**src/rtl/pdp_pkg.sv**
```systemverilog
// Package for the packet departure pacer: field widths, protocol constants,
// register indexes, state and mode types. No dependencies.
`default_nettype none

package pdp_pkg;

   // Fixed-point fraction bits of the speed and rate registers.
   localparam int FRAC_BITS = 16;

   localparam int TIME_W     = 63;
   localparam int LEN_W      = 16;
   localparam int TRACE_W    = 40;
   localparam int RATE_W     = 32;
   localparam int CSR_IDX_W  = 2;
   localparam int CSR_DATA_W = 63;

   // A clamped trace timestamp never exceeds 60 s, which fits in 36 bits.
   localparam int TRACE_CLAMP_W = 36;
   localparam int DIVIDEND_W    = TRACE_CLAMP_W + FRAC_BITS;
   localparam int DIVISOR_W     = RATE_W;
   localparam int DIV_CNT_W     = $clog2(DIVIDEND_W);

   localparam logic [TIME_W-1:0]  TIME_MAX       = '1;
   localparam logic [TRACE_W-1:0] LONG_TRACE_NS  = TRACE_W'(64'd60000000000);
   localparam logic [TRACE_CLAMP_W-1:0] LONG_TRACE_SUB = TRACE_CLAMP_W'(100);

   localparam int BIT_GAP_W = 13;
   localparam int BIT_PROD_W = LEN_W + BIT_GAP_W;
   localparam logic [DIVIDEND_W-1:0] PKT_GAP_NUM = DIVIDEND_W'(1000);
   localparam logic [BIT_PROD_W-1:0] BIT_GAP_NUM = BIT_PROD_W'(8000);

   localparam logic [RATE_W-1:0] SPEED_RESET = RATE_W'(64'd1 << FRAC_BITS);
   localparam logic [RATE_W-1:0] MIN_SPEED   = RATE_W'(((64'd1 << FRAC_BITS) + 64'd5) / 64'd10);

   // Configuration register indexes.
   localparam logic [CSR_IDX_W-1:0] CSR_START_TIME = 2'd0;
   localparam logic [CSR_IDX_W-1:0] CSR_SPEED      = 2'd1;
   localparam logic [CSR_IDX_W-1:0] CSR_RATE_PKT   = 2'd2;
   localparam logic [CSR_IDX_W-1:0] CSR_RATE_BIT   = 2'd3;

   typedef enum logic [2:0] {
      S_IDLE,
      S_DIV,
      S_TARGET,
      S_RELEASE,
      S_UPDATE
   } pdp_state_type;

   typedef enum logic [1:0] {
      MODE_TRACE,
      MODE_PKT,
      MODE_BIT
   } pdp_mode_type;

endpackage

`default_nettype wire

```
**src/rtl/pdp_if.sv**
```systemverilog
// Valid/ready channel interfaces for the packet departure pacer.
// Depends on pdp_pkg for the field widths.
`default_nettype none

interface pdp_req_if;
   import pdp_pkg::*;

   logic                 valid;
   logic                 ready;
   logic [TIME_W-1:0]    now_ns;
   logic [LEN_W-1:0]     pkt_len_bytes;
   logic [TRACE_W-1:0]   trace_time_ns;

   modport source (output valid, now_ns, pkt_len_bytes, trace_time_ns, input ready);
   modport sink   (input valid, now_ns, pkt_len_bytes, trace_time_ns, output ready);
endinterface

interface pdp_rsp_if;
   import pdp_pkg::*;

   logic                 valid;
   logic                 ready;
   logic [TIME_W-1:0]    release_time_ns;
   logic                 was_held;

   modport source (output valid, release_time_ns, was_held, input ready);
   modport sink   (input valid, release_time_ns, was_held, output ready);
endinterface

`default_nettype wire

```
**src/rtl/packet_departure_pacer.sv**
```systemverilog
// Top level of the packet departure pacer: configuration registers, control
// sequencer and result register. Depends on pdp_pkg, pdp_if and pdp_divider.
//
// Usage: each beat on the req channel carries one packet's current time,
// length and trace timestamp; exactly one beat comes back on the rsp channel
// with the release time and a flag telling whether the packet was held.
// The csr port writes start time, playback speed, packet rate and bit rate;
// write it only while no packet is in flight.
// Steps: after the edge that accepts the request beat, the bit-serial
// divider produces one quotient bit per cycle; the target add, the compare
// and the next-departure add then follow in that order in the sequencer
// states S_TARGET, S_RELEASE and S_UPDATE, and S_UPDATE loads the result.
// The block takes one packet at a time, and req.ready is high whenever it
// is idle.
// The result sits in an output register, so a new request is taken while
// the previous result still waits for the receiver. If the receiver stalls
// long enough that the next result is ready before the old one is taken,
// the sequencer holds in its last step until the output register frees.
// Reset restores the register defaults (speed 1.0, rates zero, start time
// zero), clears the stored next departure and drops any pending result.
`default_nettype none

module packet_departure_pacer (
   input  logic                              clock,
   input  logic                              reset,
   pdp_req_if.sink                           req,
   pdp_rsp_if.source                         rsp,
   input  logic                              csr_we,
   input  logic [pdp_pkg::CSR_IDX_W-1:0]     csr_index,
   input  logic [pdp_pkg::CSR_DATA_W-1:0]    csr_wdata
);
   import pdp_pkg::*;

   // Saturating time add; both operands stay within the 63-bit time range,
   // so the 64-bit sum never wraps.
   function automatic logic [TIME_W-1:0] sat_add(input logic [TIME_W-1:0] a,
                                                 input logic [TIME_W-1:0] b);
      logic [TIME_W:0] sum;
      sum = {1'b0, a} + {1'b0, b};
      if (sum >= {1'b0, TIME_MAX}) begin
         return TIME_MAX;
      end
      return sum[TIME_W-1:0];
   endfunction

   // Configuration registers.
   logic [TIME_W-1:0] start_time_ff, start_time_in;
   logic [RATE_W-1:0] speed_ff, speed_in;
   logic [RATE_W-1:0] rate_pkt_ff, rate_pkt_in;
   logic [RATE_W-1:0] rate_bit_ff, rate_bit_in;

   // Sequencer and per-packet working registers.
   pdp_state_type     state_ff, state_in;
   pdp_mode_type      mode_ff, mode_in;
   logic [TIME_W-1:0] now_ff, now_in;
   logic [TIME_W-1:0] target_ff, target_in;
   logic [TIME_W-1:0] release_ff, release_in;
   logic              held_ff, held_in;
   logic [TIME_W-1:0] next_dep_ff, next_dep_in;

   // Output register.
   logic              rsp_valid_ff, rsp_valid_in;
   logic [TIME_W-1:0] rsp_release_ff, rsp_release_in;
   logic              rsp_held_ff, rsp_held_in;

   // Control decoded from the state.
   logic req_ready;
   logic req_accept;
   logic tgt_load;
   logic rel_load;
   logic rsp_load;
   logic rsp_free;

   // Divider operands.
   pdp_mode_type             mode_sel;
   logic [TRACE_CLAMP_W-1:0] ts_clamped;
   logic [BIT_PROD_W-1:0]    bit_prod;
   logic [DIVIDEND_W-1:0]    div_dividend;
   logic [DIVISOR_W-1:0]     div_divisor;
   logic                     div_done;
   logic [DIVIDEND_W-1:0]    div_quotient;
   logic [TIME_W-1:0]        quo_time;

   assign req_accept = req.valid && req_ready;
   assign rsp_free   = !rsp_valid_ff || rsp.ready;
   assign quo_time   = TIME_W'(div_quotient);

   // Configuration writes.
   always_comb begin
      start_time_in = start_time_ff;
      speed_in      = speed_ff;
      rate_pkt_in   = rate_pkt_ff;
      rate_bit_in   = rate_bit_ff;
      if (csr_we) begin
         case (csr_index)
            CSR_START_TIME: start_time_in = csr_wdata;
            CSR_SPEED:      speed_in      = csr_wdata[RATE_W-1:0];
            CSR_RATE_PKT:   rate_pkt_in   = csr_wdata[RATE_W-1:0];
            CSR_RATE_BIT:   rate_bit_in   = csr_wdata[RATE_W-1:0];
            default: ;
         endcase
      end
   end

   // Mode selection and divider operands, formed from the request beat.
   // A packet rate takes precedence over a bit rate; with both zero the
   // trace timestamp is scaled by the playback speed.
   always_comb begin
      if (rate_pkt_ff != '0) begin
         mode_sel = MODE_PKT;
      end else if (rate_bit_ff != '0) begin
         mode_sel = MODE_BIT;
      end else begin
         mode_sel = MODE_TRACE;
      end

      // Timestamps beyond one minute are treated as bogus and replaced.
      ts_clamped = (req.trace_time_ns > LONG_TRACE_NS) ? LONG_TRACE_SUB
                                                       : req.trace_time_ns[TRACE_CLAMP_W-1:0];
      bit_prod = BIT_PROD_W'(req.pkt_len_bytes) * BIT_GAP_NUM;

      case (mode_sel)
         MODE_PKT: begin
            div_dividend = PKT_GAP_NUM << FRAC_BITS;
            div_divisor  = rate_pkt_ff;
         end
         MODE_BIT: begin
            div_dividend = DIVIDEND_W'(bit_prod) << FRAC_BITS;
            div_divisor  = rate_bit_ff;
         end
         default: begin
            div_dividend = {ts_clamped, {FRAC_BITS{1'b0}}};
            div_divisor  = (speed_ff < MIN_SPEED) ? MIN_SPEED : speed_ff;
         end
      endcase
   end

   pdp_divider u_divider (
      .clock    (clock),
      .reset    (reset),
      .start    (req_accept),
      .dividend (div_dividend),
      .divisor  (div_divisor),
      .done     (div_done),
      .quotient (div_quotient)
   );

   // Next state.
   always_comb begin
      state_in = state_ff;
      case (state_ff)
         S_IDLE:    if (req.valid) state_in = S_DIV;
         S_DIV:     if (div_done) state_in = S_TARGET;
         S_TARGET:  state_in = S_RELEASE;
         S_RELEASE: state_in = S_UPDATE;
         S_UPDATE:  if (rsp_free) state_in = S_IDLE;
         default:   state_in = S_IDLE;
      endcase
   end

   // Sequencer outputs.
   always_comb begin
      req_ready = 1'b0;
      tgt_load  = 1'b0;
      rel_load  = 1'b0;
      rsp_load  = 1'b0;
      case (state_ff)
         S_IDLE:    req_ready = 1'b1;
         S_TARGET:  tgt_load  = 1'b1;
         S_RELEASE: rel_load  = 1'b1;
         S_UPDATE:  rsp_load  = rsp_free;
         default: ;
      endcase
   end

   // Datapath.
   always_comb begin
      mode_in     = req_accept ? mode_sel : mode_ff;
      now_in      = req_accept ? req.now_ns : now_ff;
      target_in   = target_ff;
      release_in  = release_ff;
      held_in     = held_ff;
      next_dep_in = next_dep_ff;

      // In trace mode the target is the scaled timestamp past the start
      // time; in a rate mode it is the stored next departure.
      if (tgt_load) begin
         target_in = (mode_ff == MODE_TRACE) ? sat_add(start_time_ff, quo_time)
                                             : next_dep_ff;
      end

      if (rel_load) begin
         held_in    = target_ff > now_ff;
         release_in = (target_ff > now_ff) ? target_ff : now_ff;
         if (mode_ff == MODE_TRACE) begin
            next_dep_in = target_ff;
         end
      end

      // In a rate mode the next packet is spaced one gap after this release.
      if (rsp_load && (mode_ff != MODE_TRACE)) begin
         next_dep_in = sat_add(release_ff, quo_time);
      end
   end

   always_comb begin
      rsp_release_in = rsp_release_ff;
      rsp_held_in    = rsp_held_ff;
      rsp_valid_in   = rsp_valid_ff && !rsp.ready;
      if (rsp_load) begin
         rsp_release_in = release_ff;
         rsp_held_in    = held_ff;
         rsp_valid_in   = 1'b1;
      end
   end

   always_ff @(posedge clock) begin
      if (reset) begin
         start_time_ff <= '0;
         speed_ff      <= SPEED_RESET;
         rate_pkt_ff   <= '0;
         rate_bit_ff   <= '0;
         state_ff      <= S_IDLE;
         next_dep_ff   <= '0;
         rsp_valid_ff  <= 1'b0;
      end else begin
         start_time_ff <= start_time_in;
         speed_ff      <= speed_in;
         rate_pkt_ff   <= rate_pkt_in;
         rate_bit_ff   <= rate_bit_in;
         state_ff      <= state_in;
         next_dep_ff   <= next_dep_in;
         rsp_valid_ff  <= rsp_valid_in;
      end
      mode_ff        <= mode_in;
      now_ff         <= now_in;
      target_ff      <= target_in;
      release_ff     <= release_in;
      held_ff        <= held_in;
      rsp_release_ff <= rsp_release_in;
      rsp_held_ff    <= rsp_held_in;
   end

   assign req.ready           = req_ready;
   assign rsp.valid           = rsp_valid_ff;
   assign rsp.release_time_ns = rsp_release_ff;
   assign rsp.was_held        = rsp_held_ff;

`ifndef SYNTH
   // The divider finishes only while the sequencer waits for it.
   a_div_done_in_div: assert property (@(posedge clock) disable iff (reset)
      div_done |-> (state_ff == S_DIV))
      else $error("divider finished outside the divide step");

   // An accepted request always starts the divide step.
   a_accept_starts_div: assert property (@(posedge clock) disable iff (reset)
      req_accept |=> (state_ff == S_DIV))
      else $error("accepted request did not start a division");

   // A packet is never released before it was offered, and a held packet
   // leaves exactly at its target.
   a_release_order: assert property (@(posedge clock) disable iff (reset)
      (state_ff == S_UPDATE) |->
         (release_ff >= now_ff) && (!held_ff || (release_ff == target_ff)))
      else $error("release time inconsistent with offer time or target");
`endif

endmodule

`default_nettype wire

```
**src/rtl/pdp_divider.sv**
```systemverilog
// Bit-serial restoring divider: one quotient bit per cycle.
// Depends on pdp_pkg for the dividend and divisor widths.
`default_nettype none

module pdp_divider (
   input  logic                             clock,
   input  logic                             reset,
   input  logic                             start,
   input  logic [pdp_pkg::DIVIDEND_W-1:0]   dividend,
   input  logic [pdp_pkg::DIVISOR_W-1:0]    divisor,
   output logic                             done,
   output logic [pdp_pkg::DIVIDEND_W-1:0]   quotient
);
   import pdp_pkg::*;

   logic [DIVIDEND_W-1:0] quo_ff, quo_in;
   logic [DIVISOR_W-1:0]  rem_ff, rem_in;
   logic [DIVISOR_W-1:0]  dvs_ff, dvs_in;
   logic [DIV_CNT_W-1:0]  cnt_ff, cnt_in;
   logic                  busy_ff, busy_in;

   logic [DIVISOR_W:0]    rem_shift;
   logic [DIVISOR_W+1:0]  diff;
   logic                  fits;

   // The dividend shifts out of the top of quo_ff while quotient bits
   // shift in at the bottom.
   assign rem_shift = {rem_ff, quo_ff[DIVIDEND_W-1]};
   assign diff      = {1'b0, rem_shift} - {2'b00, dvs_ff};
   assign fits      = ~diff[DIVISOR_W+1];

   assign done     = busy_ff && (cnt_ff == '0);
   assign quotient = quo_ff;

   always_comb begin
      quo_in  = quo_ff;
      rem_in  = rem_ff;
      dvs_in  = dvs_ff;
      cnt_in  = cnt_ff;
      busy_in = busy_ff;
      if (start) begin
         quo_in  = dividend;
         rem_in  = '0;
         dvs_in  = divisor;
         cnt_in  = DIV_CNT_W'(DIVIDEND_W - 1);
         busy_in = 1'b1;
      end else if (busy_ff) begin
         quo_in = {quo_ff[DIVIDEND_W-2:0], fits};
         rem_in = fits ? diff[DIVISOR_W-1:0] : rem_shift[DIVISOR_W-1:0];
         cnt_in = cnt_ff - 1'b1;
         if (cnt_ff == '0) begin
            busy_in = 1'b0;
         end
      end
   end

   always_ff @(posedge clock) begin
      if (reset) begin
         busy_ff <= 1'b0;
         cnt_ff  <= '0;
      end else begin
         busy_ff <= busy_in;
         cnt_ff  <= cnt_in;
      end
      quo_ff <= quo_in;
      rem_ff <= rem_in;
      dvs_ff <= dvs_in;
   end

endmodule

`default_nettype wire
```
**src/flat_wrapper.sv**
```systemverilog
// flat-port wrapper written by rule: the top's interface ports become plain ports
module packet_departure_pacer_flat import pdp_pkg::*;
  (clock, reset, csr_we, csr_index, csr_wdata, req_valid, req_now_ns, req_pkt_len_bytes, req_trace_time_ns, req_ready, rsp_valid, rsp_release_time_ns, rsp_was_held, rsp_ready);
  pdp_req_if req_i ();
  pdp_rsp_if rsp_i ();
  input  logic clock;
  input  logic reset;
  input  logic csr_we;
  input  logic [pdp_pkg::CSR_IDX_W-1:0] csr_index;
  input  logic [pdp_pkg::CSR_DATA_W-1:0] csr_wdata;
  input wire logic [$bits(req_i.valid)-1:0] req_valid;
  input wire logic [$bits(req_i.now_ns)-1:0] req_now_ns;
  input wire logic [$bits(req_i.pkt_len_bytes)-1:0] req_pkt_len_bytes;
  input wire logic [$bits(req_i.trace_time_ns)-1:0] req_trace_time_ns;
  output wire logic [$bits(req_i.ready)-1:0] req_ready;
  output wire logic [$bits(rsp_i.valid)-1:0] rsp_valid;
  output wire logic [$bits(rsp_i.release_time_ns)-1:0] rsp_release_time_ns;
  output wire logic [$bits(rsp_i.was_held)-1:0] rsp_was_held;
  input wire logic [$bits(rsp_i.ready)-1:0] rsp_ready;
  assign req_i.valid = req_valid;
  assign req_i.now_ns = req_now_ns;
  assign req_i.pkt_len_bytes = req_pkt_len_bytes;
  assign req_i.trace_time_ns = req_trace_time_ns;
  assign req_ready = req_i.ready;
  assign rsp_valid = rsp_i.valid;
  assign rsp_release_time_ns = rsp_i.release_time_ns;
  assign rsp_was_held = rsp_i.was_held;
  assign rsp_i.ready = rsp_ready;
  packet_departure_pacer u_core (.clock(clock), .reset(reset), .req(req_i), .rsp(rsp_i), .csr_we(csr_we), .csr_index(csr_index), .csr_wdata(csr_wdata));
endmodule
```
**config.mk**
```make
export PLATFORM = sky130hd
export DESIGN_NAME = packet_departure_pacer_flat
export DESIGN_NICKNAME = d
export VERILOG_FILES = /design/src/rtl/pdp_pkg.sv /design/src/rtl/pdp_if.sv /design/src/rtl/packet_departure_pacer.sv /design/src/rtl/pdp_divider.sv /design/src/flat_wrapper.sv
export SDC_FILE = /design/constraint.sdc
export NUM_CORES = 2
export LEC_CHECK = 0
export BUFFER_PORTS_ARGS = -buffer_cell sky130_fd_sc_hd__buf_4
export CAP_MARGIN = 0
export CORE_MARGIN = 3
export CORE_UTILIZATION = 56
export CTS_CLUSTER_DIAMETER = 40
export DETAILED_ROUTE_END_ITERATION = 10
export PLACE_DENSITY = 0.78
export SLEW_MARGIN = 15
export SYNTH_ARGS = -nofsm -noshare
export SYNTH_HDL_FRONTEND = slang
export SYNTH_SLANG_ARGS = --single-unit
```
**constraint.sdc**
```tcl
create_clock -name clock -period 5.1 [get_ports clock]
set_input_delay 1.02 -clock clock [delete_from_list [all_inputs] [get_ports clock]]
set_output_delay 1.02 -clock clock [all_outputs]
set_load 0.01 [all_outputs]
```
==> results.toml <==
[status]
status = "finished, final reports clean"

[setup_path]
crit_path_start_kind = "input port"
crit_arrival_ns = 5.21
end_kind = "flop"
crit_required_ns = 5.45
worstSetupPathType = "in2reg"
critPathMaxFanout = 3

[sta]
finClkSkew_ns = 0.02747
fmax_mhz = 205.8
holdWs_ns = 0.4211
finalHoldViolCount = 0
fin_tns_setup_ns = 0
period_needed_ns = 4.860
setup_violations = 0
period_share = 0.9529
max_slew_margin = 0.2764
tightest_slew_ns = 1.085
rsz0062_at_grt = "true"
slew_viol_final = 0

[drt]
wirelength_um = 102200
viasPerCell = 6.119
wl_per_cell_um = 21.33
route.antenna.remaining_nets = 0
via_count = 29330
drt-initial-drc-count = 2727
drt_pass1_iterations = 5
drc_errors = 0

[floorplanning]
initial_core_util = 0.5673
die_width_um = 256.3
io_pins = 255
dieArea_um2 = 65670
std_cell_rows = 91
coreArea_um2 = 61830
die_h_um = 256.3

[placed_design]
hpwl_um = 73130
io_buffers = 254
gp_congestion = 0.9563

[worst_hold_path]
hold_class = "reg2reg"

[synth]
syn_area_um2 = 35070
ys_seq_elements = 605
synth-edff-count = 340
ys_seq_area_frac = 0.4424
synthCells = 3622
synth.avg_cell_area_um2 = 9.683
synth_nets = 4121
synth_top_flop_cell = "edfxtp_1"
yosysWarnings = 0
synthArstFlopShare = 0
yosysUniqueCellTypes = 87

[clock_tree]
cts_setup_buffers = 0
clk_pin_slew_ns = 0.06
clock_sinks = 605
ctsHoldBuffers = 0
cts-htree-levels = 3
cts_tree = "done"
cts-root-buf = "clkbuf_16"
ctsLongestPathBuffers = 3
cts-resized-gates = 0
cts_buffers = 89
worstSkewPairLatency_ns = 0.65

[grt]
grt_pass1_vias = 28930
grt_use_total = 0.3046
grt.overflow.total = 0
grt_max_degree = 137
antenna_found_initial = 3
grt_pass1_wl_um = 158400

[cells_and_area]
fill_cells = 4799
final_nets = 4379
insertedDiodeCount = 0
area_delta_synth_final_pct = 17.76
drive_gt1_frac = 0.1564

[pwr]
power.density_nw_per_um2 = 400.3
ir_worst_vdd_mv = 0.3046
leakage_uw = 0.01707

[run]
cap_violations = 0
==> cell usage after synthesis (all sizes together) (5+ instances only) <==
library cell | number | share of area
o21a | 20 | 0.0043
nand2 | 535 | 0.057
a221oi | 14 | 0.0035
nor3 | 48 | 0.0068
mux2 | 67 | 0.022
or2 | 8 | 0.0014
nand3b | 5 | 0.0011
o21bai | 51 | 0.011
xnor2 | 97 | 0.024
o31ai | 15 | 0.0034
clkbuf | 145 | 0.016
and3 | 13 | 0.0023
nor4 | 27 | 0.0048
a211oi | 26 | 0.0056
inv | 224 | 0.024
a21boi | 12 | 0.0027
nor3b | 5 | 0.0011
edfxtp | 340 | 0.29
a32oi | 6 | 0.0015
o32ai | 19 | 0.0047
nand2b | 19 | 0.0034
buf | 31 | 0.0062
nand3 | 58 | 0.0083
o221ai | 45 | 0.011
ha | 253 | 0.090
and2 | 26 | 0.0046
mux2i | 27 | 0.0077
nor2b | 22 | 0.0039
o31a | 6 | 0.0015
o22a | 59 | 0.015
xor2 | 56 | 0.014
a221o | 8 | 0.0023
a21o | 116 | 0.025
fa | 57 | 0.033
a21oi | 440 | 0.063
or3 | 11 | 0.0020
o211ai | 18 | 0.0039
o21ai | 138 | 0.020
a31oi | 16 | 0.0029
nand4 | 64 | 0.011
nor2 | 154 | 0.016
dfxtp | 265 | 0.15
==> layout by cell type (no fill, tap or decap), types with 9 or more instances in the layout <==
master | netlist | final
o32ai_1 | 19 | 19
nand2_1 | 534 | 533
xnor2_1 | 97 | 97
nand3_1 | 58 | 58
or3_1 | 11 | 11
a21o_1 | 114 | 114
buf_4 | 2 | 341
and3_1 | 13 | 13
dfxtp_1 | 265 | 265
ha_1 | 253 | 251
bufinv_16 | 0 | 9
o211ai_1 | 18 | 18
nor4_1 | 27 | 26
nor2_1 | 154 | 151
nor3_1 | 48 | 46
a31oi_1 | 16 | 16
o221ai_1 | 45 | 45
o21ai_0 | 128 | 124
edfxtp_1 | 340 | 340
a221oi_1 | 14 | 14
nand2b_1 | 19 | 19
o21a_1 | 20 | 20
fa_1 | 57 | 56
a211oi_1 | 26 | 25
o22a_1 | 59 | 59
clkbuf_1 | 145 | 14
mux2_2 | 67 | 67
o21bai_1 | 51 | 51
nand4_1 | 64 | 64
a21oi_1 | 437 | 434
clkbuf_16 | 0 | 92
xor2_1 | 56 | 56
a21boi_0 | 10 | 9
inv_1 | 224 | 220
inv_6 | 0 | 17
nor2b_1 | 22 | 22
and2_1 | 26 | 26
o31ai_1 | 14 | 13
mux2i_1 | 27 | 27
==> cells by family (layout without fill, tap and decap cells) <==
group,after synthesis,after routing,share of synthesized area
AO/OA/AOI/OAI,1048,1048,0.1924
AND/OR/NAND/NOR,1010,1010,0.1289
flip-flops,605,605,0.4424
buffers and inverters,402,737,0.04606
adder cells (fa/ha/maj),310,310,0.1228
XOR/XNOR,153,153,0.03821
multiplexers,94,94,0.02922
==> worst max-delay path, stage by stage <==
cell      delay [ns]
buf_4           0.13
fa_2            0.59
fa_1            0.42
inv_1           0.09
fa_1            0.44
fa_1            0.51
inv_1           0.06
ha_4            0.27
o21ai_1         0.08
a21boi_1        0.22
o21ai_2         0.08
a21oi_1         0.21
o21ai_2         0.09
a211oi_2        0.30
o41ai_2         0.16
nor4b_2         0.18
o31ai_1         0.23
o211ai_1        0.12
==> registers in the layout, indices dropped and copies added (netlist names), 2 cells and up <==
| name | cells |
|---|---|
| u_core.speed_ff | 32 |
| u_core.u_divider.cnt_ff | 6 |
| u_core.rsp.release_time_ns | 63 |
| u_core.rate_pkt_ff | 32 |
| u_core.u_divider.quotient | 52 |
| u_core.target_ff | 63 |
| u_core.next_dep_ff | 63 |
| u_core.u_divider.dvs_ff | 32 |
| u_core.now_ff | 63 |
| u_core.state_ff | 3 |
| u_core.mode_ff | 2 |
| u_core.u_divider.rem_ff | 32 |
| u_core.rate_bit_ff | 32 |
| u_core.release_ff | 63 |
| u_core.start_time_ff | 63 |
==> final timing paths <==
path                                              startpoint                            end  slack, ns  cells past startpoint
worst max-delay path                    req_pkt_len_bytes[2]  u_core.u_divider.quotient[43]       0.24                     18
worst min-delay path                          u_core.held_ff            u_core.rsp.was_held       0.42                      0
worst max register to register  u_core.u_divider.quotient[3]           u_core.target_ff[30]       0.64                     13
worst min register to register                u_core.held_ff            u_core.rsp.was_held       0.42                      0
==> per-layer routing <==
| metal | vias to the layer above | track usage | share of wire |
|---|---|---|---|
| met4 | 2 | 0.1481 | 0.049 |
| met3 | 270 | 0.04504 | 0.074 |
| met5 | - | 0 | 0.00013 |
| met2 | 1240 | 0.5047 | 0.47 |
| li1 | 13670 | - | - |
| met1 | 14160 | 0.3930 | 0.41 |
==> report_power, final <==
group | switching (µW) | total [µW] | internal (µW)
registers | 239 | 5680 | 5440
clock network | 2450 | 6400 | 3940
logic | 2490 | 4460 | 1960
==> metrics by stage <==
step	util	setup WS (ns)	total power (µW)	cell area, µm²	cells
finish	0.6680	0.2404	16530	41300	4794
global route	0.6680	-0.02168	17320	41300	4794
global placement	0.6163	-0.3786	10010	38100	4626
CTS	0.6676	0.2231	16510	41270	4794
floorplan	-	-0.001870	8803	35120	3622
detailed placement	0.6163	-0.4309	10100	38100	4626
==> layout make-up <==
type	instances	area [µm²]	share of cell area
repair buffers	344	2611	0.06323
flip-flops and latches	605	15510	0.3757
multi-input cells	2615	18100	0.4383
clock inverters	56	730.7	0.01769
well taps	837	1047	0.02536
clock buffers	112	2437	0.05901
inverters	225	857.1	0.02075
(Power assumes the default switching activity.)
